`src/hw/rtl/row_vector_normalizer_core_defines.svh`:
```
// Assertion macros for the row vector normaliser.
`ifndef ROW_VECTOR_NORMALIZER_CORE_DEFINES_SVH
`define ROW_VECTOR_NORMALIZER_CORE_DEFINES_SVH
`ifndef ASSERT_OFF
`define RVN_ASSERT(label, clk, rst_n, prop, msg) \
    label: assert property (@(posedge clk) disable iff (!rst_n) (prop)) else $error(msg);
`define RVN_ASSERT_NEXT(label, clk, rst_n, pre, post, msg) \
    label: assert property (@(posedge clk) disable iff (!rst_n) (pre) |=> (post)) \
        else $error(msg);
`else
`define RVN_ASSERT(label, clk, rst_n, prop, msg)
`define RVN_ASSERT_NEXT(label, clk, rst_n, pre, post, msg)
`endif
`endif

```
`src/hw/rtl/rvn_pkg.sv`:
```
// Shared constants and command/status types for the row vector normaliser.
package rvn_pkg;
    localparam int RowCapacity  = 64;
    localparam int SampleWidth  = 16;
    localparam int FractionBits = 16;
    localparam int SqrtFrac     = 8;
    localparam int CountWidth   = $clog2(RowCapacity + 1);
    localparam int AddrWidth    = $clog2(RowCapacity);
    localparam int AbsWidth     = SampleWidth + CountWidth - 1;
    localparam int SqWidth      = 2 * SampleWidth + CountWidth - 2;
    // Radicand of the L2 root carries 2*SqrtFrac fraction bits; padded to even.
    localparam int RadWidth     = ((SqWidth + 2 * SqrtFrac + 1) / 2) * 2;
    localparam int RootWidth    = RadWidth / 2;
    // Dividend mag << (F + 8), the largest shift needed.
    localparam int NumWidth     = SampleWidth + FractionBits + SqrtFrac;
    localparam int DenWidth     = (RootWidth > AbsWidth) ? RootWidth : AbsWidth;
    localparam int QuoWidth     = NumWidth;

    localparam logic [1:0] MODE_MAX = 2'd0;
    localparam logic [1:0] MODE_L1  = 2'd1;
    localparam logic [1:0] MODE_L2  = 2'd2;

    typedef struct packed {
        logic load;        // store and accumulate the input sample
        logic sqrt_start;  // start the root of the square sum
        logic sqrt_step;   // one root iteration
        logic pick_den;    // latch divisor for the mode
        logic rd_start;    // read row entry at rd index, start division
        logic div_step;    // one division iteration
        logic finish;      // form the result into the output register
        logic clear_row;   // clear the row accumulators
    } rvn_cmd_t;

    typedef struct packed {
        logic [CountWidth-1:0] fill;
        logic                  full;
        logic                  sqrt_done;
        logic                  div_done;
        logic                  den_zero;
    } rvn_status_t;
endpackage

```
`src/hw/rtl/row_vector_normalizer_core.sv`:
```
// Top level of the row vector normaliser.
// Input channel in_valid/in_ready carries one signed sample per item with
// row_end marking the last item of a row. Samples load at one per cycle.
// After the row_end item the block is busy: the L2 root runs one bit per
// cycle (always run, whatever the mode), then each stored sample takes a
// store read, a start state, a restoring division of one quotient bit per
// cycle (40 steps and a final check of the step count; the division is cut
// short when the divisor is zero) and a state to form the result. in_ready
// is low until the whole row has been emitted; samples beyond 64 are dropped
// and overflow_flag is set on every result of that row. Output channel
// out_valid/out_ready carries norm_value (Q15.16), out_last and
// overflow_flag; a stalled receiver holds the result register and the block
// waits before the next division result.
// norm_mode is written through cfg_we/cfg_data, sampled at the divisor pick.
// Reset clears the row accumulators and sets norm_mode to the maximum mode;
// the row store needs no clearing.
module row_vector_normalizer_core
(
    input  logic               clk,
    input  logic               rst_n,
    input  logic               cfg_we,
    input  logic [1:0]         cfg_data,
    input  logic               in_valid,
    output logic               in_ready,
    input  logic signed [15:0] sample,
    input  logic               row_end,
    output logic               out_valid,
    input  logic               out_ready,
    output logic signed [31:0] norm_value,
    output logic               out_last,
    output logic               overflow_flag
);
    rvn_pkg::rvn_cmd_t    cmd;
    rvn_pkg::rvn_status_t status;
    logic [rvn_pkg::AddrWidth-1:0] rd_idx;
    logic [1:0] mode_reg;
    logic [31:0] result;

    always_ff @(posedge clk or negedge rst_n)
    begin
        if (!rst_n)
        begin
            mode_reg <= rvn_pkg::MODE_MAX;
        end
        else if (cfg_we)
        begin
            mode_reg <= cfg_data;
        end
    end

    rvn_controller u_ctrl
    (
        .clk(clk), .rst_n(rst_n),
        .in_valid(in_valid), .in_ready(in_ready), .row_end(row_end),
        .out_valid(out_valid), .out_ready(out_ready),
        .out_last(out_last), .overflow_flag(overflow_flag),
        .status(status), .cmd(cmd), .rd_idx(rd_idx)
    );

    rvn_datapath u_dp
    (
        .clk(clk), .rst_n(rst_n), .cmd(cmd), .rd_idx(rd_idx),
        .mode(mode_reg), .sample(sample), .status(status), .result(result)
    );

    assign norm_value = result;
endmodule

```
`src/hw/rtl/rvn_datapath.sv`:
```
// Row store, accumulators, shared root and division units of the normaliser.
`include "row_vector_normalizer_core_defines.svh"
module rvn_datapath
(
    input  logic                                  clk,
    input  logic                                  rst_n,
    input  rvn_pkg::rvn_cmd_t                     cmd,
    input  logic [rvn_pkg::AddrWidth-1:0]         rd_idx,
    input  logic [1:0]                            mode,
    input  logic signed [rvn_pkg::SampleWidth-1:0] sample,
    output rvn_pkg::rvn_status_t                  status,
    output logic [31:0]                           result
);
    localparam int SW = rvn_pkg::SampleWidth;
    localparam int NW = rvn_pkg::NumWidth;
    localparam int DW = rvn_pkg::DenWidth;
    localparam int RW = rvn_pkg::RadWidth;
    localparam int TW = rvn_pkg::RootWidth;

    logic signed [SW-1:0] store_mem [rvn_pkg::RowCapacity];
    logic signed [SW-1:0] rd_data_reg;

    logic [rvn_pkg::CountWidth-1:0] fill_reg, fill_next;
    logic signed [SW-1:0]           max_reg, max_next;
    logic [rvn_pkg::AbsWidth-1:0]   abs_reg, abs_next;
    logic [rvn_pkg::SqWidth-1:0]    sq_reg, sq_next;

    logic [SW-1:0]   in_mag;
    logic [2*SW-1:0] in_sq;

    always_comb
    begin
        in_mag = sample[SW-1] ? SW'(-sample) : SW'(sample);
        in_sq  = in_mag * in_mag;
    end

    always_ff @(posedge clk)
    begin
        if (cmd.load && !status.full)
        begin
            store_mem[fill_reg[rvn_pkg::AddrWidth-1:0]] <= sample;
        end
        rd_data_reg <= store_mem[rd_idx];
    end

    always_comb
    begin
        fill_next = fill_reg;
        max_next  = max_reg;
        abs_next  = abs_reg;
        sq_next   = sq_reg;
        if (cmd.clear_row)
        begin
            fill_next = '0;
            max_next  = {1'b1, {(SW-1){1'b0}}};
            abs_next  = '0;
            sq_next   = '0;
        end
        else if (cmd.load && !status.full)
        begin
            fill_next = fill_reg + 1'b1;
            if (sample > max_reg)
            begin
                max_next = sample;
            end
            abs_next = abs_reg + rvn_pkg::AbsWidth'(in_mag);
            sq_next  = sq_reg + rvn_pkg::SqWidth'(in_sq);
        end
    end

    always_ff @(posedge clk or negedge rst_n)
    begin
        if (!rst_n)
        begin
            fill_reg <= '0;
            max_reg  <= {1'b1, {(SW-1){1'b0}}};
            abs_reg  <= '0;
            sq_reg   <= '0;
        end
        else
        begin
            fill_reg <= fill_next;
            max_reg  <= max_next;
            abs_reg  <= abs_next;
            sq_reg   <= sq_next;
        end
    end

    // Bitwise square root, two radicand bits per step.
    logic [RW-1:0] rad_reg;
    logic [TW+1:0] rem_reg;
    logic [TW-1:0] root_reg;
    logic [$clog2(TW+1)-1:0] sq_cnt_reg;
    logic [TW+1:0] trial;

    always_comb
    begin
        trial = {rem_reg[TW-1:0], rad_reg[RW-1 -: 2]} - {root_reg, 2'b01};
    end

    always_ff @(posedge clk or negedge rst_n)
    begin
        if (!rst_n)
        begin
            sq_cnt_reg <= '0;
        end
        else if (cmd.sqrt_start)
        begin
            sq_cnt_reg <= ($clog2(TW+1))'(TW);
        end
        else if (cmd.sqrt_step && sq_cnt_reg != '0)
        begin
            sq_cnt_reg <= sq_cnt_reg - 1'b1;
        end
    end

    always_ff @(posedge clk)
    begin
        if (cmd.sqrt_start)
        begin
            rad_reg  <= RW'({sq_reg, {(2*rvn_pkg::SqrtFrac){1'b0}}});
            rem_reg  <= '0;
            root_reg <= '0;
        end
        else if (cmd.sqrt_step && sq_cnt_reg != '0)
        begin
            rad_reg <= {rad_reg[RW-3:0], 2'b00};
            if (!trial[TW+1])
            begin
                rem_reg  <= trial;
                root_reg <= {root_reg[TW-2:0], 1'b1};
            end
            else
            begin
                rem_reg  <= {rem_reg[TW-1:0], rad_reg[RW-1 -: 2]};
                root_reg <= {root_reg[TW-2:0], 1'b0};
            end
        end
    end

    // Divisor selection.
    logic [DW-1:0] den_reg;
    logic          den_neg_reg;
    logic          l2_reg;
    logic [SW-1:0] max_mag;

    always_comb
    begin
        max_mag = max_reg[SW-1] ? SW'(-max_reg) : SW'(max_reg);
    end

    always_ff @(posedge clk)
    begin
        if (cmd.pick_den)
        begin
            unique case (mode)
                rvn_pkg::MODE_L1:
                begin
                    den_reg     <= DW'(abs_reg);
                    den_neg_reg <= 1'b0;
                    l2_reg      <= 1'b0;
                end
                rvn_pkg::MODE_L2:
                begin
                    den_reg     <= DW'(root_reg);
                    den_neg_reg <= 1'b0;
                    l2_reg      <= 1'b1;
                end
                default:
                begin
                    den_reg     <= DW'(max_mag);
                    den_neg_reg <= max_reg[SW-1];
                    l2_reg      <= 1'b0;
                end
            endcase
        end
    end

    // Restoring divider, one quotient bit per step.
    logic [NW-1:0]   num_reg;
    logic [DW:0]     drem_reg;
    logic [NW-1:0]   quo_reg;
    logic [$clog2(NW+1)-1:0] dv_cnt_reg;
    logic            neg_reg;
    logic [SW-1:0]   s_mag;
    logic [DW+1:0]   dshift;
    logic [DW+1:0]   dsub;

    always_comb
    begin
        s_mag  = rd_data_reg[SW-1] ? SW'(-rd_data_reg) : SW'(rd_data_reg);
        dshift = {drem_reg, num_reg[NW-1]};
        dsub   = dshift - {2'b00, den_reg};
    end

    always_ff @(posedge clk or negedge rst_n)
    begin
        if (!rst_n)
        begin
            dv_cnt_reg <= '0;
        end
        else if (cmd.rd_start)
        begin
            dv_cnt_reg <= ($clog2(NW+1))'(NW);
        end
        else if (cmd.div_step && dv_cnt_reg != '0)
        begin
            dv_cnt_reg <= dv_cnt_reg - 1'b1;
        end
    end

    always_ff @(posedge clk)
    begin
        if (cmd.rd_start)
        begin
            num_reg  <= l2_reg
                ? NW'({s_mag, {(rvn_pkg::FractionBits + rvn_pkg::SqrtFrac){1'b0}}})
                : NW'({s_mag, {rvn_pkg::FractionBits{1'b0}}});
            drem_reg <= '0;
            quo_reg  <= '0;
            neg_reg  <= rd_data_reg[SW-1];
        end
        else if (cmd.div_step && dv_cnt_reg != '0)
        begin
            num_reg <= {num_reg[NW-2:0], 1'b0};
            if (!dsub[DW+1])
            begin
                drem_reg <= dsub[DW:0];
                quo_reg  <= {quo_reg[NW-2:0], 1'b1};
            end
            else
            begin
                drem_reg <= dshift[DW:0];
                quo_reg  <= {quo_reg[NW-2:0], 1'b0};
            end
        end
    end

    // Rounding, sign and saturation.
    logic [NW:0]   q_rnd;
    logic [NW:0]   mag_pick;
    logic          neg_pick;
    logic [31:0]   res_next;
    logic [31:0]   result_reg;
    logic [NW+1:0] rem2;

    always_comb
    begin
        rem2  = {{(NW-DW){1'b0}}, drem_reg, 1'b0};
        q_rnd = {1'b0, quo_reg};
        if (rem2 >= (NW+2)'(den_reg))
        begin
            q_rnd = {1'b0, quo_reg} + 1'b1;
        end
        if (den_reg == '0)
        begin
            mag_pick = (NW+1)'({s_mag, {rvn_pkg::FractionBits{1'b0}}});
            neg_pick = neg_reg;
        end
        else
        begin
            mag_pick = q_rnd;
            neg_pick = (neg_reg != den_neg_reg) && (q_rnd != '0);
        end
        if (neg_pick)
        begin
            if (mag_pick >= (NW+1)'(33'h0_8000_0000))
            begin
                res_next = 32'h8000_0000;
            end
            else
            begin
                res_next = 32'(-mag_pick);
            end
        end
        else if (mag_pick > (NW+1)'(33'h0_7FFF_FFFF))
        begin
            res_next = 32'h7FFF_FFFF;
        end
        else
        begin
            res_next = mag_pick[31:0];
        end
    end

    always_ff @(posedge clk)
    begin
        if (cmd.finish)
        begin
            result_reg <= res_next;
        end
    end

    assign result           = result_reg;
    assign status.fill      = fill_reg;
    assign status.full      = (fill_reg == rvn_pkg::CountWidth'(rvn_pkg::RowCapacity));
    assign status.sqrt_done = (sq_cnt_reg == '0);
    assign status.div_done  = (dv_cnt_reg == '0);
    assign status.den_zero  = (den_reg == '0);

    `RVN_ASSERT(a_fill_bound, clk, rst_n,
        fill_reg <= rvn_pkg::CountWidth'(rvn_pkg::RowCapacity), "fill count beyond capacity")
    `RVN_ASSERT_NEXT(a_clear_max, clk, rst_n, cmd.clear_row,
        fill_reg == '0 && abs_reg == '0 && sq_reg == '0, "row state not cleared")
    `RVN_ASSERT_NEXT(a_sqrt_start, clk, rst_n, cmd.sqrt_start,
        sq_cnt_reg == ($clog2(TW+1))'(TW), "root unit not started")
endmodule

```
`src/hw/rtl/rvn_controller.sv`:
```
// Sequencing state machine of the row vector normaliser.
`include "row_vector_normalizer_core_defines.svh"
module rvn_controller
(
    input  logic                          clk,
    input  logic                          rst_n,
    input  logic                          in_valid,
    output logic                          in_ready,
    input  logic                          row_end,
    output logic                          out_valid,
    input  logic                          out_ready,
    output logic                          out_last,
    output logic                          overflow_flag,
    input  rvn_pkg::rvn_status_t          status,
    output rvn_pkg::rvn_cmd_t             cmd,
    output logic [rvn_pkg::AddrWidth-1:0] rd_idx
);
    localparam logic [2:0] S_LOAD  = 3'd0;
    localparam logic [2:0] S_SQRT  = 3'd1;
    localparam logic [2:0] S_PICK  = 3'd2;
    localparam logic [2:0] S_READ  = 3'd3;
    localparam logic [2:0] S_START = 3'd4;
    localparam logic [2:0] S_DIV   = 3'd5;
    localparam logic [2:0] S_OUT   = 3'd6;

    logic [2:0] state_reg, state_next;
    logic [rvn_pkg::CountWidth-1:0] idx_reg, idx_next;
    logic drop_reg, drop_next;
    logic oflag_reg, oflag_next;
    logic valid_reg, valid_next;
    logic last_reg, last_next;
    logic accept;
    logic is_last;

    assign in_ready = (state_reg == S_LOAD);
    assign accept   = in_valid && in_ready;
    assign is_last  = (idx_reg + 1'b1 == status.fill);
    assign rd_idx   = idx_reg[rvn_pkg::AddrWidth-1:0];

    always_comb
    begin
        state_next = state_reg;
        idx_next   = idx_reg;
        drop_next  = drop_reg;
        oflag_next = oflag_reg;
        valid_next = valid_reg;
        last_next  = last_reg;
        cmd        = '0;
        if (valid_reg && out_ready)
        begin
            valid_next = 1'b0;
        end
        unique case (state_reg)
            S_LOAD:
            begin
                if (accept)
                begin
                    cmd.load = 1'b1;
                    if (status.full)
                    begin
                        drop_next = 1'b1;
                    end
                    if (row_end)
                    begin
                        state_next = S_SQRT;
                    end
                end
            end
            S_SQRT:
            begin
                cmd.sqrt_start = 1'b1;
                state_next     = S_PICK;
            end
            S_PICK:
            begin
                cmd.sqrt_step = 1'b1;
                if (status.sqrt_done)
                begin
                    cmd.pick_den = 1'b1;
                    idx_next     = '0;
                    state_next   = (status.fill == '0) ? S_LOAD : S_READ;
                    if (status.fill == '0)
                    begin
                        cmd.clear_row = 1'b1;
                        drop_next     = 1'b0;
                    end
                end
            end
            S_READ:
            begin
                state_next = S_START;
            end
            S_START:
            begin
                cmd.rd_start = 1'b1;
                state_next   = S_DIV;
            end
            S_DIV:
            begin
                cmd.div_step = 1'b1;
                if (status.div_done || status.den_zero)
                begin
                    state_next = S_OUT;
                end
            end
            S_OUT:
            begin
                if (!valid_reg || out_ready)
                begin
                    cmd.finish = 1'b1;
                    valid_next = 1'b1;
                    last_next  = is_last;
                    oflag_next = drop_reg;
                    idx_next   = idx_reg + 1'b1;
                    if (is_last)
                    begin
                        cmd.clear_row = 1'b1;
                        drop_next     = 1'b0;
                        state_next    = S_LOAD;
                    end
                    else
                    begin
                        state_next = S_READ;
                    end
                end
            end
            default:
            begin
                state_next = S_LOAD;
            end
        endcase
    end

    always_ff @(posedge clk or negedge rst_n)
    begin
        if (!rst_n)
        begin
            state_reg <= S_LOAD;
            idx_reg   <= '0;
            drop_reg  <= 1'b0;
            oflag_reg <= 1'b0;
            valid_reg <= 1'b0;
            last_reg  <= 1'b0;
        end
        else
        begin
            state_reg <= state_next;
            idx_reg   <= idx_next;
            drop_reg  <= drop_next;
            oflag_reg <= oflag_next;
            valid_reg <= valid_next;
            last_reg  <= last_next;
        end
    end

    assign out_valid     = valid_reg;
    assign out_last      = last_reg;
    assign overflow_flag = oflag_reg;

    `RVN_ASSERT_NEXT(a_out_hold, clk, rst_n, valid_reg && !out_ready,
        valid_reg && $stable(last_reg), "stalled result changed")
    `RVN_ASSERT(a_no_load_busy, clk, rst_n, !(cmd.load && state_reg != S_LOAD),
        "sample loaded while busy")
    `RVN_ASSERT_NEXT(a_last_returns, clk, rst_n, cmd.finish && is_last,
        state_reg == S_LOAD, "row did not close")
endmodule

```
`config.mk`:
```
export PLATFORM = sky130hd
export DESIGN_NAME = row_vector_normalizer_core
export DESIGN_NICKNAME = d
export VERILOG_FILES = /design/src/hw/rtl/rvn_pkg.sv /design/src/hw/rtl/row_vector_normalizer_core.sv /design/src/hw/rtl/rvn_datapath.sv /design/src/hw/rtl/rvn_controller.sv
export VERILOG_INCLUDE_DIRS = /design/src /design/src/hw/rtl
export SDC_FILE = /design/constraint.sdc
export NUM_CORES = 2
export LEC_CHECK = 0
export BUFFER_PORTS_ARGS = -buffer_cell sky130_fd_sc_hd__buf_2
export CAP_MARGIN = 10
export CORE_UTILIZATION = 45
export CTS_CLUSTER_DIAMETER = 60
export DETAILED_ROUTE_END_ITERATION = 10
export GPL_TIMING_DRIVEN = 0
export PLACE_DENSITY = 0.69
export SLEW_MARGIN = 0
export SYNTH_ARGS = -nofsm -noshare
export SYNTH_HDL_FRONTEND = slang
export SYNTH_SLANG_ARGS = --single-unit
```
`constraint.sdc`:
```
create_clock -name clk -period 12.9 [get_ports clk]
set_clock_uncertainty 0.05 [all_clocks]
set_input_delay 0 -clock clk [delete_from_list [all_inputs] [get_ports clk]]
set_output_delay 0 -clock clk [all_outputs]
set_load 0.01 [all_outputs]
```
==> out/results.ini <==
[outcome]
status = finished, final reports clean

[min_path]
worstHoldStart = out_ready
holdCritPathClass = primary input to register
holdPathEnd = u_ctrl.out_valid$_DFF_PN0_
hold_depth = 4

[timing]
period_needed_ns = 10.57
finalSetupViolations = 0
worstMarginPinSlew_ns = 1.30
setup_tns_ns = 0
slew_headroom_pct = 13.2
hold_viol = 0
postLayoutSetupSlackWorst_ns = 2.33
drv_slew = 0
max_freq_ghz = 0.0946
fin_crit_sh_pct = 82.0
rsz0062_at_grt = false

[synthesis]
avgSynthCellArea_um2 = 13.6
synth_flop_cell = edfxtp_1
async_flop_share_pct = 7.81
ys_top_cells_by_area = edfxtp_1, mux4_2, fa_1, dfxtp_1, dfrtp_1
ys_seq_area_share_pct = 57.4
synth_seq_cells = 1395
yosysTopAreaCellShare_pct = 49.5
synth_edf_count = 1147
synth.distinct_cells = 102
synth_top_cell_by_area = edfxtp_1
netlist_area_um2 = 69600
ys.warnings.count = 0
syn_inst = 5109

[global_routing]
track_usage_pct = 23.6
use_met1_pct = 33.4
globalRoute.busiestLayer = met2
grt.met2_usage_pct = 36.8
grt_pass1_vias = 44000
grt.overflow.total = 0
antenna_found_initial = 11
grt_max_degree = 91
grt_use_met3_pct = 4.35
grt_pass1_wl_um = 277000

[worst_setup_path]
crit_path_end_kind = register
worst_path_most_repeated_cell = fa_1
worstSetupPathType = primary input to register
regToRegSetupSlack_ns = 6.58
critical_path.max_stage_delay_ns = 0.90
cp.arrival_ns = 11.24
cp.required_ns = 13.57
critPathMaxFanout = 41
path_buf_inv = 9
r2r_cells = 21
cp_top_family = adder cells
rr_endpoint = u_dp.sq_reg[34]$_DFFE_PN0P_
cp_slowest_cell = xnor2_1
reg2reg_from = u_dp.sq_reg[8]$_DFFE_PN0P_
cp-start-kind = primary input

[floorplanning]
dieHeight_um = 395
io_pins = 60
dieArea_um2 = 156000
die_w_um = 395
rows = 143
initial_core_util_pct = 45.5
core_area_um2 = 153000

[power_and_ir_drop]
p_comb_share_pct = 52.7
switchingPower_mw = 8.85
power.internal_mw = 12.5
p_clk_share_pct = 20.7
vdd_drop_max_mv = 0.583
power.density_nw_per_um2 = 272
p_leak_nw = 28.6
power_mw = 21.4
seq_power_share_pct = 26.6
netSwitchingFraction_pct = 41.4

[place]
pre_cts_ws_ns = 2.26
place_hpwl_um = 126000
port_buffers = 59
routabilityCongestion = 0.949

[routing]
first_pass_iters = 6
ant_nets = 0
vias = 44500
drcViolationCount = 0
vias_per_cell = 5.89
detail_route.iter0.violations = 5272
drt_wl_total_um = 184000
wl_per_cell_um = 24.4

[cts]
cts_tree = built
cts-resized-gates = 0
clock_sinks = 1395
holdBufCountCts = 31
clock_path_buffers = 3
cts_setup_buffers = 0
clk-insertion-delay-late_ns = 0.84
cts-root-buf = clkbuf_16
path_clk_slew_ns = 0.06
htreeDepth = 4
cts_made_buffers = 152

[run]
drv_cap = 0

[cells_and_area]
layout-drive-gt1-share_pct = 14.2
syn2layout_area_growth_pct = 13.1
largest_reg_flops = 1024
nets = 5825

## synthesized netlist by cell type, drive strengths merged (62+ instances only)
| cell type | number |
|---|---|
| dfrtp | 108 |
| xnor2 | 100 |
| xor2 | 77 |
| nand2 | 484 |
| nand3 | 179 |
| ha | 204 |
| a21oi | 150 |
| fa | 197 |
| inv | 482 |
| o21ai | 234 |
| mux4 | 336 |
| nor2 | 299 |
| dfxtp | 139 |
| buf | 62 |
| edfxtp | 1147 |
| clkbuf | 193 |
## cells in the final DEF, fill, tap and decap left out, drive strengths merged, types with 32 or more instances in the layout
cell type  instances
nor3              52
nor2             299
xor2              77
edfxtp          1147
o21ai            234
dfxtp            139
buf              159
mux2i             61
o31ai             33
ha               204
clkinv            70
xnor2            100
nand4             44
mux4             336
a21oi            150
nand3            179
a21o              43
fa               197
clkbuf           374
inv              494
nand2b            32
dfrtp            108
nand2            484
## through the flow
stage               instances  util [%]  hold slack [ns]  instance area (um^2)
floorplan                5118         -           -0.346                 69600
global placement         7207      47.4            0.163                 72500
detailed placement       7243      47.9           -0.174                 73200
CTS                      7556      51.5           0.0310                 78700
global route             7558      51.5           0.0838                 78700
finish                   7559      51.5           0.0975                 78700
## power by group through the flow
stage | registers, mW | clock network, mW | logic, mW
CTS | 5.68 | 4.49 | 11.2
global route | 5.72 | 4.65 | 12.5
floorplan | 5.69 | 0 | 8.16
finish | 5.68 | 4.43 | 11.3
global placement | 5.76 | 0 | 10.9
detailed placement | 5.77 | 0 | 11.1
## worst min-delay path: cells and delay by family
| kind | cells | cell delay, ns |
|---|---|---|
| simple gates | 2 | 0.27 |
| buf+inv | 2 | 0.66 |
## cell type report
type,instances,area [um^2]
fillers,12600,74100
flip-flops and latches,1395,40000
multi-input cells,2982,27000
clock buffers,181,3920
well taps,2030,2540
inverters,486,1820
clock inverters,101,1260
repair buffers,128,1220
plain buffers,255,986
diodes,1,2.50
## metal layers
layer / vias up / routed length (um) / share of wire [%]
met5: - / 26 / 0.014
met4: 4 / 6130 / 3.3
met3: 358 / 16700 / 9.1
met2: 2143 / 84900 / 46
met1: 22500 / 76700 / 42
li1: 19500 / - / -
## kinds of logic (layout without fill, tap and decap cells)
family / Yosys count / count (layout) / share of synthesized area (%)
flip-flops: 1395 / 1395 / 57.4
AND/OR/NAND/NOR: 1264 / 1264 / 8.40
buffers and inverters: 741 / 1151 / 4.04
AO/OA/AOI/OAI: 723 / 723 / 6.68
multiplexers: 406 / 406 / 11.9
adder cells (fa/ha/maj): 401 / 401 / 9.33
XOR/XNOR: 177 / 177 / 2.23
other: 2 / 12 / 0.0108
## how the worst max path moves through the flow
stage          startpoint                           to  slack, ns  depth (start not counted)
5_1_grt         sample[0]  u_dp.sq_reg[34]$_DFFE_PN0P_       1.88                         35
3_5_place_dp    sample[0]  u_dp.sq_reg[34]$_DFFE_PN0P_       2.26                         34
2_1_floorplan   sample[0]  u_dp.sq_reg[34]$_DFFE_PN0P_       4.75                         32
3_3_place_gp    sample[0]  u_dp.sq_reg[34]$_DFFE_PN0P_       2.13                         33
6_report        sample[0]  u_dp.sq_reg[34]$_DFFE_PN0P_       2.33                         35
4_1_cts         sample[0]  u_dp.sq_reg[34]$_DFFE_PN0P_       2.50                         35
No activity file was read; power rests on OpenSTA's default activity.
